## src/lph_pkg.sv

```systemverilog
package lph_pkg;

   // Table geometry
   localparam int TABLE_LOG2 = 10;
   localparam int SLOTS      = 1 << TABLE_LOG2;

   // Fixed field widths
   localparam int KIND_W   = 2;
   localparam int VALUE_W  = 32;
   localparam int SLOT_W   = 10;
   localparam int STATUS_W = 2;

   typedef logic [TABLE_LOG2-1:0] addr_type;
   typedef logic [SLOT_W-1:0]     slot_type;
   typedef logic [VALUE_W-1:0]    value_type;
   typedef logic [KIND_W-1:0]     kind_type;

   // All-ones pattern marks an empty slot
   localparam value_type EMPTY_MARK = '1;

   // Request kinds
   localparam kind_type KIND_INSERT = 2'd0;
   localparam kind_type KIND_LOOKUP = 2'd1;
   localparam kind_type KIND_REMOVE = 2'd2;

   typedef enum logic [STATUS_W-1:0] {
      STATUS_OK      = 2'd0,
      STATUS_FULL    = 2'd1,
      STATUS_INVALID = 2'd2,
      STATUS_NOSLOT  = 2'd3
   } status_type;

   // Work handed from the front end to the table engine
   typedef enum logic [1:0] {
      OP_INSERT,
      OP_LOOKUP,
      OP_REMOVE,
      OP_REPLY
   } op_type;

   typedef struct packed {
      op_type     op;
      status_type status;
      value_type  value;
      addr_type   addr;
   } cmd_type;

endpackage

```

## src/lph_fifo.sv

```systemverilog
module lph_fifo (
   input  logic             clock,
   input  logic             reset,
   input  logic             push,
   input  lph_pkg::cmd_type push_cmd,
   output logic             full,
   input  logic             pop,
   output logic             head_valid,
   output lph_pkg::cmd_type head_cmd
);

   localparam int DEPTH = 2;
   localparam int PTR_W = $clog2(DEPTH);
   localparam int CNT_W = $clog2(DEPTH + 1);

   lph_pkg::cmd_type   entries_ff [DEPTH];
   logic [PTR_W-1:0]   wptr_ff, wptr_in;
   logic [PTR_W-1:0]   rptr_ff, rptr_in;
   logic [CNT_W-1:0]   count_ff, count_in;

   // Report full while in reset so no transfer is taken and then dropped
   assign full       = (count_ff == CNT_W'(DEPTH)) || reset;
   assign head_valid = (count_ff != '0);
   assign head_cmd   = entries_ff[rptr_ff];

   always_comb begin
      wptr_in  = wptr_ff;
      rptr_in  = rptr_ff;
      count_in = count_ff;
      if (push) begin
         wptr_in = PTR_W'((32'(wptr_ff) + 1) % DEPTH);
      end
      if (pop) begin
         rptr_in = PTR_W'((32'(rptr_ff) + 1) % DEPTH);
      end
      if (push && !pop) begin
         count_in = count_ff + 1'b1;
      end else if (pop && !push) begin
         count_in = count_ff - 1'b1;
      end
   end

   always_ff @(posedge clock) begin
      if (reset) begin
         wptr_ff  <= '0;
         rptr_ff  <= '0;
         count_ff <= '0;
      end else begin
         wptr_ff  <= wptr_in;
         rptr_ff  <= rptr_in;
         count_ff <= count_in;
      end
      if (push) begin
         entries_ff[wptr_ff] <= push_cmd;
      end
   end

endmodule

```

## config.mk

```make
export PLATFORM = sky130hd
export DESIGN_NAME = lph_fifo
export DESIGN_NICKNAME = d
export VERILOG_FILES = /design/src/lph_pkg.sv /design/src/lph_fifo.sv
export SDC_FILE = /design/constraint.sdc
export NUM_CORES = 1
export LEC_CHECK = 0
export BUFFER_PORTS_ARGS = -buffer_cell sky130_fd_sc_hd__buf_2
export CAP_MARGIN = 5
export CELL_PAD_IN_SITES_DETAIL_PLACEMENT = 1
export CELL_PAD_IN_SITES_GLOBAL_PLACEMENT = 1
export CORE_ASPECT_RATIO = 2
export CORE_MARGIN = 2
export CORE_UTILIZATION = 43
export DETAILED_ROUTE_END_ITERATION = 7
export HOLD_SLACK_MARGIN = 0.05
export PLACE_DENSITY = 0.75
export SETUP_SLACK_MARGIN = 0.02
export SKIP_CTS_REPAIR_TIMING = 1
export SLEW_MARGIN = 20
export SYNTH_ARGS = -nofsm -noshare
export SYNTH_HDL_FRONTEND = slang
export SYNTH_SLANG_ARGS = --single-unit
export TNS_END_PERCENT = 20
```

## constraint.sdc

```tcl
create_clock -name clock -period 4 [get_ports clock]
set_clock_uncertainty 0.2 [all_clocks]
set_input_delay 0.2 -clock clock [delete_from_list [all_inputs] [get_ports clock]]
set_output_delay 0.2 -clock clock [all_outputs]
set_load 0.02 [all_outputs]
```

# Word level (Yosys, flattened, before mapping)
# Memory sizes are Yosys's and may differ from the RTL's. A register that Yosys moved wholly into a read port is not among the register bits.
# Cells that the tools add are included.
# totals
ff_bits	4
mem_bits_rw	92
in_bits	50
out_inout_bits	48
word_cells	22
memories	1
# memory_table
memory	words	word_bits	rd	rd_clocked_by_memory_dff	wr	line_no	source
entries_ff	2	46	1	1	1	lph_fifo.sv:16	lph_pkg::cmd_type entries_ff [DEPTH];
# classes
addsub	4
n_eq_ne	1
muxes	6
reduce_logical	7
# op_table
operator	count
$mux W1	4
$mux W2	2
$reduce_bool A2 Y1	2
$add A1 B1 Y1 const B	2
$add A2 B1 Y2 const B	1
$eq A2 B2 Y1 const B	1
$logic_and A1 B1 Y1	2
$logic_not A1 Y1	2
$sub A2 B1 Y2 const B	1
$logic_or A1 B1 Y1	1

# Longest topological paths before layout
# logic_depth
word_depth	4
mapped_depth	5
mapped_depth_nobuf	5

# Least setup slack after synthesis
# Ideal clock, no wire load.
# synth_timing
path_kind	reg-to-reg
from	reg wptr_ff
to	mem entries_ff[0][0] (netlist bit) (enable)
setup_time_ns	0.455
t_arrival_ns	2.383
required_time_ns	3.345
slack_ns	0.962
stages_incl_launch_ff	2
path_buffers	0
period_less_slack_ns	3.038
path_cell_list	dfxtp_1 -> nor2b_1
# synth_lines
item	line_no	source
from (decl)	lph_fifo.sv:17	logic [PTR_W-1:0] wptr_ff, wptr_in;
from (signal assigned)	lph_fifo.sv:49	wptr_ff <= wptr_in;
to (decl)	lph_fifo.sv:16	
# Straight into the memory's write port.

# Worst setup path after layout
# layout_timing
from	in push
to	mem entries_ff[0][16] (netlist bit) (enable)
# layout_between
elab_chain_cells	2
# layout_lines
item	line_no	source
from (decl)	lph_fifo.sv:4	input logic push,
$mux W1	lph_fifo.sv:53	if (push) begin
$mux W1 (implied by the code)	lph_fifo.sv:54	entries_ff[wptr_ff] <= push_cmd;
# No other way between the ends.

==> impl_metrics.xml <==
<?xml version="1.0" encoding="UTF-8"?>
<metrics>
  <group name="status">
    <metric name="run_status" unit="">complete, no violations</metric>
  </group>
  <group name="logic_synthesis">
    <metric name="netlist_area" unit="sq um">3550</metric>
    <metric name="synth_enable_flop_cells" unit="">92</metric>
    <metric name="synth_sequential_area_ratio" unit="%">80.7</metric>
    <metric name="syn-instance-count" unit="">166</metric>
    <metric name="yosys_register_bits" unit="">97</metric>
    <metric name="synth-async-reset-ratio" unit="%">0</metric>
    <metric name="synth_area_per_cell" unit="sq um">21.4</metric>
    <metric name="number_of_warnings_reported_in_the_yosys_synthesis_log" unit="">0</metric>
    <metric name="synth_fp_nets" unit="">217</metric>
    <metric name="dominantRegCellSynth" unit="">edfxtp_1</metric>
    <metric name="synth.lib_cells_used.distinct" unit="">17</metric>
  </group>
  <group name="critical_path">
    <metric name="worst-endpoint-required" unit="ns">3.79</metric>
    <metric name="cp_max_fo" unit="">27</metric>
    <metric name="worstPathArrival" unit="ns">1.91</metric>
    <metric name="endpoint_kind" unit="">register</metric>
    <metric name="start_kind" unit="">input port</metric>
    <metric name="worst_setup_path_startpoint" unit="">push</metric>
    <metric name="path_class" unit="">in2reg</metric>
    <metric name="rr_startpoint" unit="">wptr_ff</metric>
  </group>
  <group name="run">
    <metric name="cap_viol_max_count" unit="">0</metric>
  </group>
  <group name="grt">
    <metric name="grtUsageTotal" unit="%">15.7</metric>
    <metric name="grt_start_max_net_pins" unit="">47</metric>
    <metric name="grt_pass1_wl" unit="um">10200</metric>
    <metric name="grt_overflow" unit="">0</metric>
    <metric name="grt_antenna_before_repair" unit="">0</metric>
    <metric name="grt_pass1_vias" unit="">2029</metric>
  </group>
  <group name="routing">
    <metric name="drt_iter0_drc" unit="">121</metric>
    <metric name="drt_pass1_iterations" unit="">4</metric>
    <metric name="route.detailed.vias_per_inst" unit="">4.85</metric>
    <metric name="avgRoutedWirePerCell" unit="um">17.8</metric>
    <metric name="post-route-drc-count" unit="">0</metric>
    <metric name="dr_total_vias" unit="">2039</metric>
    <metric name="totalWireLength" unit="um">7490</metric>
    <metric name="drtAntennaViolNets" unit="">0</metric>
  </group>
  <group name="sta">
    <metric name="finalHoldViolations" unit="">0</metric>
    <metric name="worst-slew-pin-transition" unit="ns">0.642</metric>
    <metric name="timing.final.max_slew_violations" unit="">0</metric>
    <metric name="clock.fmax" unit="GHz">0.472</metric>
    <metric name="final_layout_worst_hold_slack" unit="ns">0.337</metric>
    <metric name="slew_headroom" unit="%">57.2</metric>
    <metric name="min_period_over_period" unit="%">53.0</metric>
    <metric name="min_period" unit="ns">2.12</metric>
    <metric name="final_critical_path_setup_slack" unit="ns">1.88</metric>
    <metric name="tns" unit="ns">0</metric>
    <metric name="setup_repair_after_global_routing_missed_its_margin" unit="">false</metric>
    <metric name="setup-violations-final" unit="">0</metric>
  </group>
  <group name="worst_hold_path">
    <metric name="min-delay-path-class" unit="">reg2reg</metric>
    <metric name="worstHoldStart" unit="">rptr_ff</metric>
  </group>
  <group name="clocking">
    <metric name="ctsLongestPathBuffers" unit="">2</metric>
    <metric name="clock_sinks" unit="">97</metric>
    <metric name="htree_levels" unit="">3</metric>
    <metric name="clk_latency" unit="ns">0.32</metric>
    <metric name="clk_pin_slew" unit="ns">0.06</metric>
    <metric name="clock_tree.root_cell" unit="">clkbuf_16</metric>
    <metric name="cts_buffers" unit="">9</metric>
    <metric name="cts_tree" unit="">done</metric>
  </group>
  <group name="placed_design">
    <metric name="post-place-ws" unit="ns">1.87</metric>
    <metric name="numPortBuffers" unit="">97</metric>
    <metric name="finalWeightedCongestion" unit="">0.720</metric>
    <metric name="place_hpwl" unit="um">4350</metric>
  </group>
  <group name="final_layout">
    <metric name="final_common_cell" unit="">buf_2</metric>
    <metric name="multi_input_area" unit="sq um">633</metric>
    <metric name="fraction_of_layout_instances_using_a_drive_strength_above_1" unit="%">49.1</metric>
    <metric name="postLayoutCoreUtil" unit="%">61.5</metric>
    <metric name="final_net_count" unit="">370</metric>
    <metric name="layout.cells.most_common_list" unit="">buf_2, edfxtp_1, dlygate4sd3_1</metric>
    <metric name="number_of_antenna_diodes" unit="">0</metric>
    <metric name="fill_cells" unit="">738</metric>
    <metric name="area_growth" unit="%">37.7</metric>
    <metric name="ff_latch_area" unit="sq um">2870</metric>
  </group>
  <group name="die">
    <metric name="i_o_pin_count" unit="">98</metric>
    <metric name="starting_density" unit="%">44.6</metric>
    <metric name="die_height" unit="um">132</metric>
    <metric name="site_row_count" unit="">46</metric>
    <metric name="die-width" unit="um">68.2</metric>
    <metric name="core_region_area" unit="sq um">7940</metric>
    <metric name="die_area" unit="sq um">9030</metric>
  </group>
  <group name="power_and_ir_drop">
    <metric name="p_int" unit="uW">1790</metric>
    <metric name="power.switching" unit="uW">520</metric>
    <metric name="leakage" unit="uW">0.00187</metric>
    <metric name="vdd_drop_max" unit="V">0.000403</metric>
    <metric name="combPwrFrac" unit="%">13.5</metric>
    <metric name="pd_cells" unit="nW/um^2">472</metric>
    <metric name="power.share.switching" unit="%">22.5</metric>
    <metric name="power.sequential.fraction" unit="%">52.9</metric>
    <metric name="clock_power_share" unit="%">33.6</metric>
    <metric name="power" unit="uW">2310</metric>
  </group>
</metrics>
## cells in the mapped netlist (all sizes together) (2+ instances only)
master | number | area (sq um)
buf | 5 | 52.6
dfxtp | 5 | 100
edfxtp | 92 | 2760
inv | 2 | 7.51
mux2 | 46 | 518
nor2 | 4 | 15.0
xnor2 | 2 | 17.5
xor2 | 2 | 17.5
## routing by layer
metal	part of all wire (%)	wire [um]	vias to the layer above	global-route usage, %
met4	2.0	149	0	7.00
met5	0	0	-	0
li1	-	-	951	-
met2	58	4380	68	28.0
met3	3.7	277	15	4.34
met1	36	2680	1005	16.2
## sequential cells by signal, indices dropped and copies added, names as in the netlist, named ones only
register / cells
count_ff: 2
wptr_ff: 1
rptr_ff: 1
entries_ff: 92
## through the flow
stage / instances / cell area [sq um]
6_report: 420 / 4880
3_3_place_gp: 355 / 4120
5_1_grt: 420 / 4880
2_1_floorplan: 166 / 3550
3_5_place_dp: 355 / 4120
4_1_cts: 371 / 4390
## worst max-delay path, cell delays in order
cell and delay (ns):
dlygate4sd3_1 0.53, buf_2 0.15, nor2b_4 0.56, buf_4 0.47
## power by group through the flow
stage                     clock network [uW]  registers [uW]  logic (uW)
after floorplan                            0            1220         193
after global placement                     0            1240         268
after detailed placement                   0            1240         274
after CTS                                793            1220         275
after global routing                     838            1230         335
final                                    776            1220         311
## path summary, 6_finish.rpt
path	endpoint	slack, ns	cells past startpoint
worst max-delay path	entries_ff[0][16]	1.88	4
worst min-delay path	register	0.34	2
worst max register to register	entries_ff[0][16]	2.12	2
worst min register to register	register	0.34	2
## kinds of logic (layout without fill, tap and decap cells)
family,Yosys count,in the layout,synth area share [%]
simple gates,8,8,1.13
buf+inv,7,165,1.69
xor+xnor,4,4,0.988
compound gates,3,3,0.494
flops,97,97,80.7
mux,46,46,14.6
fa+ha+maj,1,1,0.353
## cell type report
cell class	instances	area share, %
Inverter	2	0.154
Clock buffer	16	5.56
Tap cell	96	2.46
Multi-Input combinational cell	62	13.0
Timing Repair Buffer	147	20.1
Sequential cell	97	58.7
Note: power is estimated with default switching activity, not from simulation.
