## config.mk

```make
export PLATFORM = sky130hd
export DESIGN_NAME = lph_front_flat
export DESIGN_NICKNAME = d
export VERILOG_FILES = /design/src/lph_pkg.sv /design/src/lph_if.sv /design/src/lph_front.sv /design/src/flat_wrapper.sv
export SDC_FILE = /design/constraint.sdc
export NUM_CORES = 1
export LEC_CHECK = 0
export BUFFER_PORTS_ARGS = -buffer_cell sky130_fd_sc_hd__buf_2
export CORE_ASPECT_RATIO = 1.1
export CORE_MARGIN = 1.5
export CORE_UTILIZATION = 29
export DETAILED_ROUTE_END_ITERATION = 8
export GPL_ROUTABILITY_DRIVEN = 0
export PLACE_DENSITY = 0.9
export SYNTH_ARGS = -nofsm -noshare
export SYNTH_HDL_FRONTEND = slang
export SYNTH_SLANG_ARGS = --single-unit
```

## constraint.sdc

```tcl
create_clock -name vclk -period 1.6
set_input_delay 0.08 -clock vclk [all_inputs]
set_output_delay 0.08 -clock vclk [all_outputs]
set_load 0.005 [all_outputs]
```

## src/lph_pkg.sv

```systemverilog
package lph_pkg;

   // Table geometry
   localparam int TABLE_LOG2 = 10;
   localparam int SLOTS      = 1 << TABLE_LOG2;

   // Fixed field widths
   localparam int KIND_W   = 2;
   localparam int VALUE_W  = 32;
   localparam int SLOT_W   = 10;
   localparam int STATUS_W = 2;

   typedef logic [TABLE_LOG2-1:0] addr_type;
   typedef logic [SLOT_W-1:0]     slot_type;
   typedef logic [VALUE_W-1:0]    value_type;
   typedef logic [KIND_W-1:0]     kind_type;

   // All-ones pattern marks an empty slot
   localparam value_type EMPTY_MARK = '1;

   // Request kinds
   localparam kind_type KIND_INSERT = 2'd0;
   localparam kind_type KIND_LOOKUP = 2'd1;
   localparam kind_type KIND_REMOVE = 2'd2;

   typedef enum logic [STATUS_W-1:0] {
      STATUS_OK      = 2'd0,
      STATUS_FULL    = 2'd1,
      STATUS_INVALID = 2'd2,
      STATUS_NOSLOT  = 2'd3
   } status_type;

   // Work handed from the front end to the table engine
   typedef enum logic [1:0] {
      OP_INSERT,
      OP_LOOKUP,
      OP_REMOVE,
      OP_REPLY
   } op_type;

   typedef struct packed {
      op_type     op;
      status_type status;
      value_type  value;
      addr_type   addr;
   } cmd_type;

endpackage

```

## src/lph_if.sv

```systemverilog
interface lph_req_if;
   logic                 valid;
   logic                 ready;
   lph_pkg::kind_type    kind;
   logic signed [31:0]   value;
   lph_pkg::slot_type    slot;

   modport source (output valid, output kind, output value, output slot, input ready);
   modport sink   (input valid, input kind, input value, input slot, output ready);
endinterface


```

## src/lph_front.sv

```systemverilog
module lph_front (
   lph_req_if.sink          req,
   input  logic             queue_full,
   output logic             push,
   output lph_pkg::cmd_type cmd
);

   logic is_empty_mark;
   logic out_of_range;

   assign req.ready     = !queue_full;
   assign push          = req.valid && !queue_full;
   assign is_empty_mark = (lph_pkg::value_type'(req.value) == lph_pkg::EMPTY_MARK);
   assign out_of_range  = (32'(req.slot) >= 32'(lph_pkg::SLOTS));

   // Settle trivial outcomes here; they still pass to the engine as ready-made replies
   always_comb begin
      cmd.value  = lph_pkg::value_type'(req.value);
      cmd.addr   = lph_pkg::addr_type'(req.value);
      cmd.status = lph_pkg::STATUS_OK;
      cmd.op     = lph_pkg::OP_REPLY;
      case (req.kind)
         lph_pkg::KIND_INSERT: begin
            if (is_empty_mark) begin
               cmd.status = lph_pkg::STATUS_INVALID;
            end else begin
               cmd.op = lph_pkg::OP_INSERT;
            end
         end
         lph_pkg::KIND_LOOKUP: begin
            if (is_empty_mark) begin
               cmd.status = lph_pkg::STATUS_INVALID;
            end else begin
               cmd.op = lph_pkg::OP_LOOKUP;
            end
         end
         lph_pkg::KIND_REMOVE: begin
            cmd.addr = lph_pkg::addr_type'(req.slot);
            if (out_of_range) begin
               cmd.status = lph_pkg::STATUS_NOSLOT;
            end else begin
               cmd.op = lph_pkg::OP_REMOVE;
            end
         end
         default: begin
            cmd.op = lph_pkg::OP_REPLY;
         end
      endcase
   end

endmodule

```

## src/flat_wrapper.sv

```systemverilog
// flat-port wrapper written by rule: the top's interface ports become plain ports
module lph_front_flat 
  (queue_full, push, cmd, req_valid, req_kind, req_value, req_slot, req_ready);
  lph_req_if req_i ();
  input  logic queue_full;
  output logic push;
  output lph_pkg::cmd_type cmd;
  input wire logic [$bits(req_i.valid)-1:0] req_valid;
  input wire logic [$bits(req_i.kind)-1:0] req_kind;
  input wire logic [$bits(req_i.value)-1:0] req_value;
  input wire logic [$bits(req_i.slot)-1:0] req_slot;
  output wire logic [$bits(req_i.ready)-1:0] req_ready;
  assign req_i.valid = req_valid;
  assign req_i.kind = req_kind;
  assign req_i.value = req_value;
  assign req_i.slot = req_slot;
  assign req_ready = req_i.ready;
  lph_front u_core (.req(req_i), .queue_full(queue_full), .push(push), .cmd(cmd));
endmodule
```

# == Word-level counts from Yosys, hierarchy flattened ==
# Cells that the tools add are included.
# totals
regBits,0
in_bits,46
output_inout_bits,48
# classes
reduce_logical,4
n_mux,6
eq_ne,3
# op_table
op,n
$eq A32 B32 Y1 const B,1
$mux W10,1
$mux W2,4
$pmux W2 S3,1
$eq A2 B1 Y1 const B,1
$eq A2 B2 Y1 const B,1
$logic_not A2 Y1,1
$reduce_or A2 Y1,1
$logic_and A1 B1 Y1,1
$logic_not A1 Y1,1

# == Depth between registers and ports, before layout ==
# Gate-level depths: netlist (run 1).
# logic_depth
ltp_word,3
ltp_mapped,3
ltp_nobuf,3

# == Worst setup path after synthesis (run 1) ==
# Ideal clock, no wire load.
# synth_path
path_type,input to output
from,input port req_value[30]
to,output port cmd[44] in the netlist's numbering
arrival_time_ps,942
t_required_ps,1520
setup_slack_ps,578
stages,3
path_cell_list,nand4_1 or4_4 o31ai_2
# synth_rtl
item,line_no,text
start: declaration,flat_wrapper.sv:10,input wire logic [$bits(req_i.value)-1:0] req_value;
end: declaration,flat_wrapper.sv:7,output lph_pkg::cmd_type cmd;

==> summary.md, run 1 <==
| Metric | Value |
|---|---|
| Crit-path max FO | `3` |
| CP startpoint kind | `input port` |
| Most frequent cell on the critical path | `buf_2` |
| Die height | `46.0 um` |
| CP required | `1520 ps` |
| Detailed-route via count | `632` |
| Clkbuf count | `0` |
| PnR worst setup slack | `340 ps` |
| Fin crit period | `1260 ps` |
| Post-route setup TNS | `0 ps` |
| Post-Syn Instances | `62` |
| Outcome | `complete, no violations` |
| Most common cell after layout, fill and taps aside | `buf_2` |
| CP Buf/Inv Count | `2` |
| Ant diodes | `0` |
| Nets | `170` |
| Final hold vios | `0` |
| Net count after synthesis | `108` |
| Largest net degree at the start of global routing | `11` |
| Post-CTS Setup Repair Bufs | `0` |
| WHS | `340 ps` |
| Drt pass-1 iters | `3` |
| # hold bufs at CTS | `0` |
| Share of cells above drive strength 1 | `87.7%` |
| Gr usage total | `14.1%` |
| Initial antenna violation count | `0` |
| # DRC | `0` |
| Max-cap violation count | `0` |
| Fmax | `793 MHz` |
| Seq/Total Area, Yosys | `0%` |
| I/O pin count | `94` |
| Starting Density | `30.9%` |
| CP max stage cell | `or4_4` |
| DP Worst Slack | `336 ps` |
| Warnings from Yosys | `0` |
| Hold Path Class | `input port to output pin` |
| CP arrival | `1180 ps` |
| Starting DRT DRC Count | `3` |
| Total congestion overflow | `0` |
| Vias per cell | `4.55` |
| CP endpoint kind | `output pin` |
| P&R area growth vs syn | `49.6%` |
| PD cells | `246 nW/um2` |
| Post-DR wirelength/cell | `11.3 um` |
| Die X-Extent | `42.1 um` |
| HPWL Detailed | `1450 um` |
| Most frequent cells in the layout | `buf_2 (93), mux2_2 (10), nand4_1 (8)` |
| Finish-stage setup viols | `0` |
| Total power draw | `0.000179 W` |
| CP Class | `input port to output pin` |
| Final Max Slew Viols | `0` |
| P_leak | `0.441 nW` |
| Number of global-route vias before repair | `542` |
| Drt total wl | `1570 um` |
| Finished Layout Cells | `139` |
| Syn avg cell area | `7.85 um2` |
| Post-synthesis cell type count | `11` |
| PostCTS Resize Cnt | `0` |
| Final period utilization | `78.8%` |
| Reg area | `0 um2` |
| CP peak stage delay | `550 ps` |
| Critical-path cell list | `buf_2, nand4_1, or4_4, o31ai_2, buf_2` |
| Row Count | `15` |
| DIE AREA | `1930 um2` |
| RSZ-0062 raised after global routing | `false` |
| Seq cells | `0` |
| Core ar. | `1580 um2` |
| Antenna viol nets, final | `0` |
| Peak supply drop | `126 uV` |
| CP delay by family, top | `simple AND/OR/NAND/NOR gates` |
| Mapped cell area | `487 um2` |
| First-pass GRT wire length | `2150 um` |
| Cells after DPL | `139` |
| Port Buffers | `93` |
| Fillers | `167` |
[synthesized netlist by cell type]
cell	n	area, um2
or4_4	2	22.5
o21bai_1	1	7.51
o31ai_2	1	12.5
nor3_1	1	5.00
buf_2	1	5.00
nand4_1	8	50.1
buf_4	33	248
mux2_2	10	113
inv_1	2	7.51
conb_1	1	3.75
nor2b_1	2	12.5
[layer usage]
metal | vias up | share of wire (%) | track usage (%)
met5 | - | 0 | 0
met4 | 0 | 2.3 | 3.75
met3 | 4 | 12 | 1.98
met2 | 56 | 55 | 34.1
met1 | 269 | 30 | 11.4
li1 | 303 | - | -
[through the flow]
step | util (%) | cell area (um2)
6_report | 46.2 | 728
5_1_grt | 46.2 | 728
4_1_cts | 46.2 | 728
3_5_place_dp | 46.2 | 728
3_3_place_gp | 46.2 | 728
2_1_floorplan | - | 487
[worst paths after layout]
kind	from	endpoint	cells after the start
setup / recovery	req_value[26]	cmd[44]	5
hold / removal	req_value[11]	cmd[21]	2
[cell type report]
type	instances	area [um2]	area share (%)
multi-input combinational	26	226	31.1
timing repair buffer	94	473	64.9
inverter	2	7.51	1.03
tap	17	21.3	2.92
[cell families (layout without fill, tap and decap cells)]
family	after synthesis	count (layout)	share of synthesized area, %
buf+inv	36	96	53.5
simple gates	13	13	18.5
mux	10	10	23.1
compound gates	2	2	4.11
other cells	1	1	0.770
[where the power goes]
part	leakage, nW	switching [W]	internal (W)
Combinational	0.441	0.0000728	0.000107
Sequential	0	0	0
Clock	0	0	0
Total	0.441	0.0000728	0.000107
Power figures use the tool's default switching activity.
==> inputs of run 2 (changes only) <==
Settings changed: CORE_UTILIZATION 29 to 24, PLACE_DENSITY 0.9 to 0.8.
Clock period 1.6 ns to 1 ns, I/O delays scaled along.
==> summary.md, run 2 (same netlist as run 1, synthesis figures left out) <==
| Metric | Value |
|---|---|
| Outcome | `complete, but fails checks` |
| Failing checks | `setup timing` |
| Drt total wl | `1790 um` |
| Initial antenna violation count | `0` |
| Largest net degree at the start of global routing | `11` |
| Drt pass-1 iters | `2` |
| Fillers | `182` |
| Row Count | `16` |
| Antenna viol nets, final | `0` |
| Most common cell after layout, fill and taps aside | `buf_2` |
| Peak supply drop | `224 uV` |
| Port Buffers | `93` |
| Crit-path max FO | `3` |
| Clock network power share | `0%` |
| P_int | `0.000221 W` |
| Starting DRT DRC Count | `4` |
| CP startpoint kind | `input port` |
| Fin crit period | `1190 ps` |
| # DRC | `0` |
| PD cells | `390 nW/um2` |
| Hold Path Class | `input port to output pin` |
| Seq cells | `0` |
| Switching share of power | `35.9%` |
| CP endpoint kind | `output pin` |
| Fmax | `842 MHz` |
| Ant diodes | `0` |
| Final hold vios | `0` |
| Sw power | `0.000124 W` |
| Post-DR wirelength/cell | `11.4 um` |
| P_leak | `0.510 nW` |
| CP Class | `input port to output pin` |
| I/O pin count | `94` |
| Seq pwr share | `0%` |
| CP required | `950 ps` |
| Nets | `178` |
| Core ar. | `1840 um2` |
| Most frequent cells in the layout | `buf_2 (82), buf_6 (13), mux2_2 (10)` |
| Logic gate share of total power | `100.0%` |
| Total congestion overflow | `0` |
| Die height | `50.2 um` |
| CP arrival | `1140 ps` |
| DIE AREA | `2310 um2` |
| Reg area | `0 um2` |
| Detailed-route via count | `672` |
| Number of global-route vias before repair | `667` |
| Gr usage total | `14.2%` |
| Total power draw | `0.000345 W` |
| Starting Density | `26.4%` |
| PnR worst setup slack | `-188 ps` |
| Share of cells above drive strength 1 | `89.2%` |
| Finish-stage setup viols | `3` |
| Max-cap violation count | `0` |
| Die X-Extent | `45.9 um` |
| Final core occ | `48.0%` |
| RSZ-0062 raised after global routing | `true` |
| First-pass GRT wire length | `2590 um` |
| Final Max Slew Viols | `0` |
| Final period utilization | `119%` |
| Vias per cell | `4.28` |
| P&R area growth vs syn | `81.7%` |
| Clkbuf count | `0` |
## run 2: changes by cell type in the layout (fill, tap and decap cells not counted)
| cell | before | now |
|---|---|---|
| nor2b_1 | 2 | 1 |
| buf_4 | 1 | 7 |
| buf_6 | 0 | 13 |
| buf_2 | 93 | 82 |
| nor2b_4 | 0 | 1 |
## run 2: cell type report
cell class	count	area, um2	share of cell area [%]
well taps	27	33.8	3.82
inverters	2	7.51	0.849
repair buffers	102	609	68.9
multi-input cells	26	234	26.4
## run 2: worst max-delay path: stages
cell and delay, ps:
buf_6 70, nand4_1 80, or4_4 550, o31ai_2 230
buf_2 150
## run 2: final timing paths
| check | startpoint | end | slack [ps] | cells after the start |
|---|---|---|---|---|
| worst max-delay path | req_value[26] | cmd[44] | -190 | 5 |
| worst min-delay path | req_value[19] | cmd[29] | 260 | 2 |
## run 2: metrics by stage
stage | TNS (ps) | instances | area [um2] | hold slack [ps] | worst slack, ps
4_1_cts | -464 | 155 | 836 | 264 | -195
6_report | -401 | 157 | 885 | 261 | -188
3_3_place_gp | -415 | 155 | 786 | 281 | -181
3_5_place_dp | -476 | 155 | 786 | 282 | -199
2_1_floorplan | 0 | 62 | 487 | 127 | 38.1
5_1_grt | -549 | 157 | 885 | 266 | -216
## run 2: power groups by stage
stage	combinational, W	sequential (W)	clock (W)
5_1_grt	0.000378	0	0
3_5_place_dp	0.000307	0	0
3_3_place_gp	0.000303	0	0
6_report	0.000345	0	0
4_1_cts	0.000328	0	0
2_1_floorplan	0.000170	0	0
## run 2: per-layer routing
metal	vias to the layer above	global-route usage, %	wire (um)
met3	6	1.44	204
met1	288	13.5	626
li1	319	-	-
met5	-	0	0
met2	59	29.4	910
met4	0	3.81	49
## run 2: repair_timing
item	4_1_cts	5_1_grt
hold endpoints to repair	0	0
buffers inserted	0	1
gates cloned	0	1
pin swaps	3	3
hold buffers	0	0
endpoints found under the setup margin	3	13
resized for setup	8	9
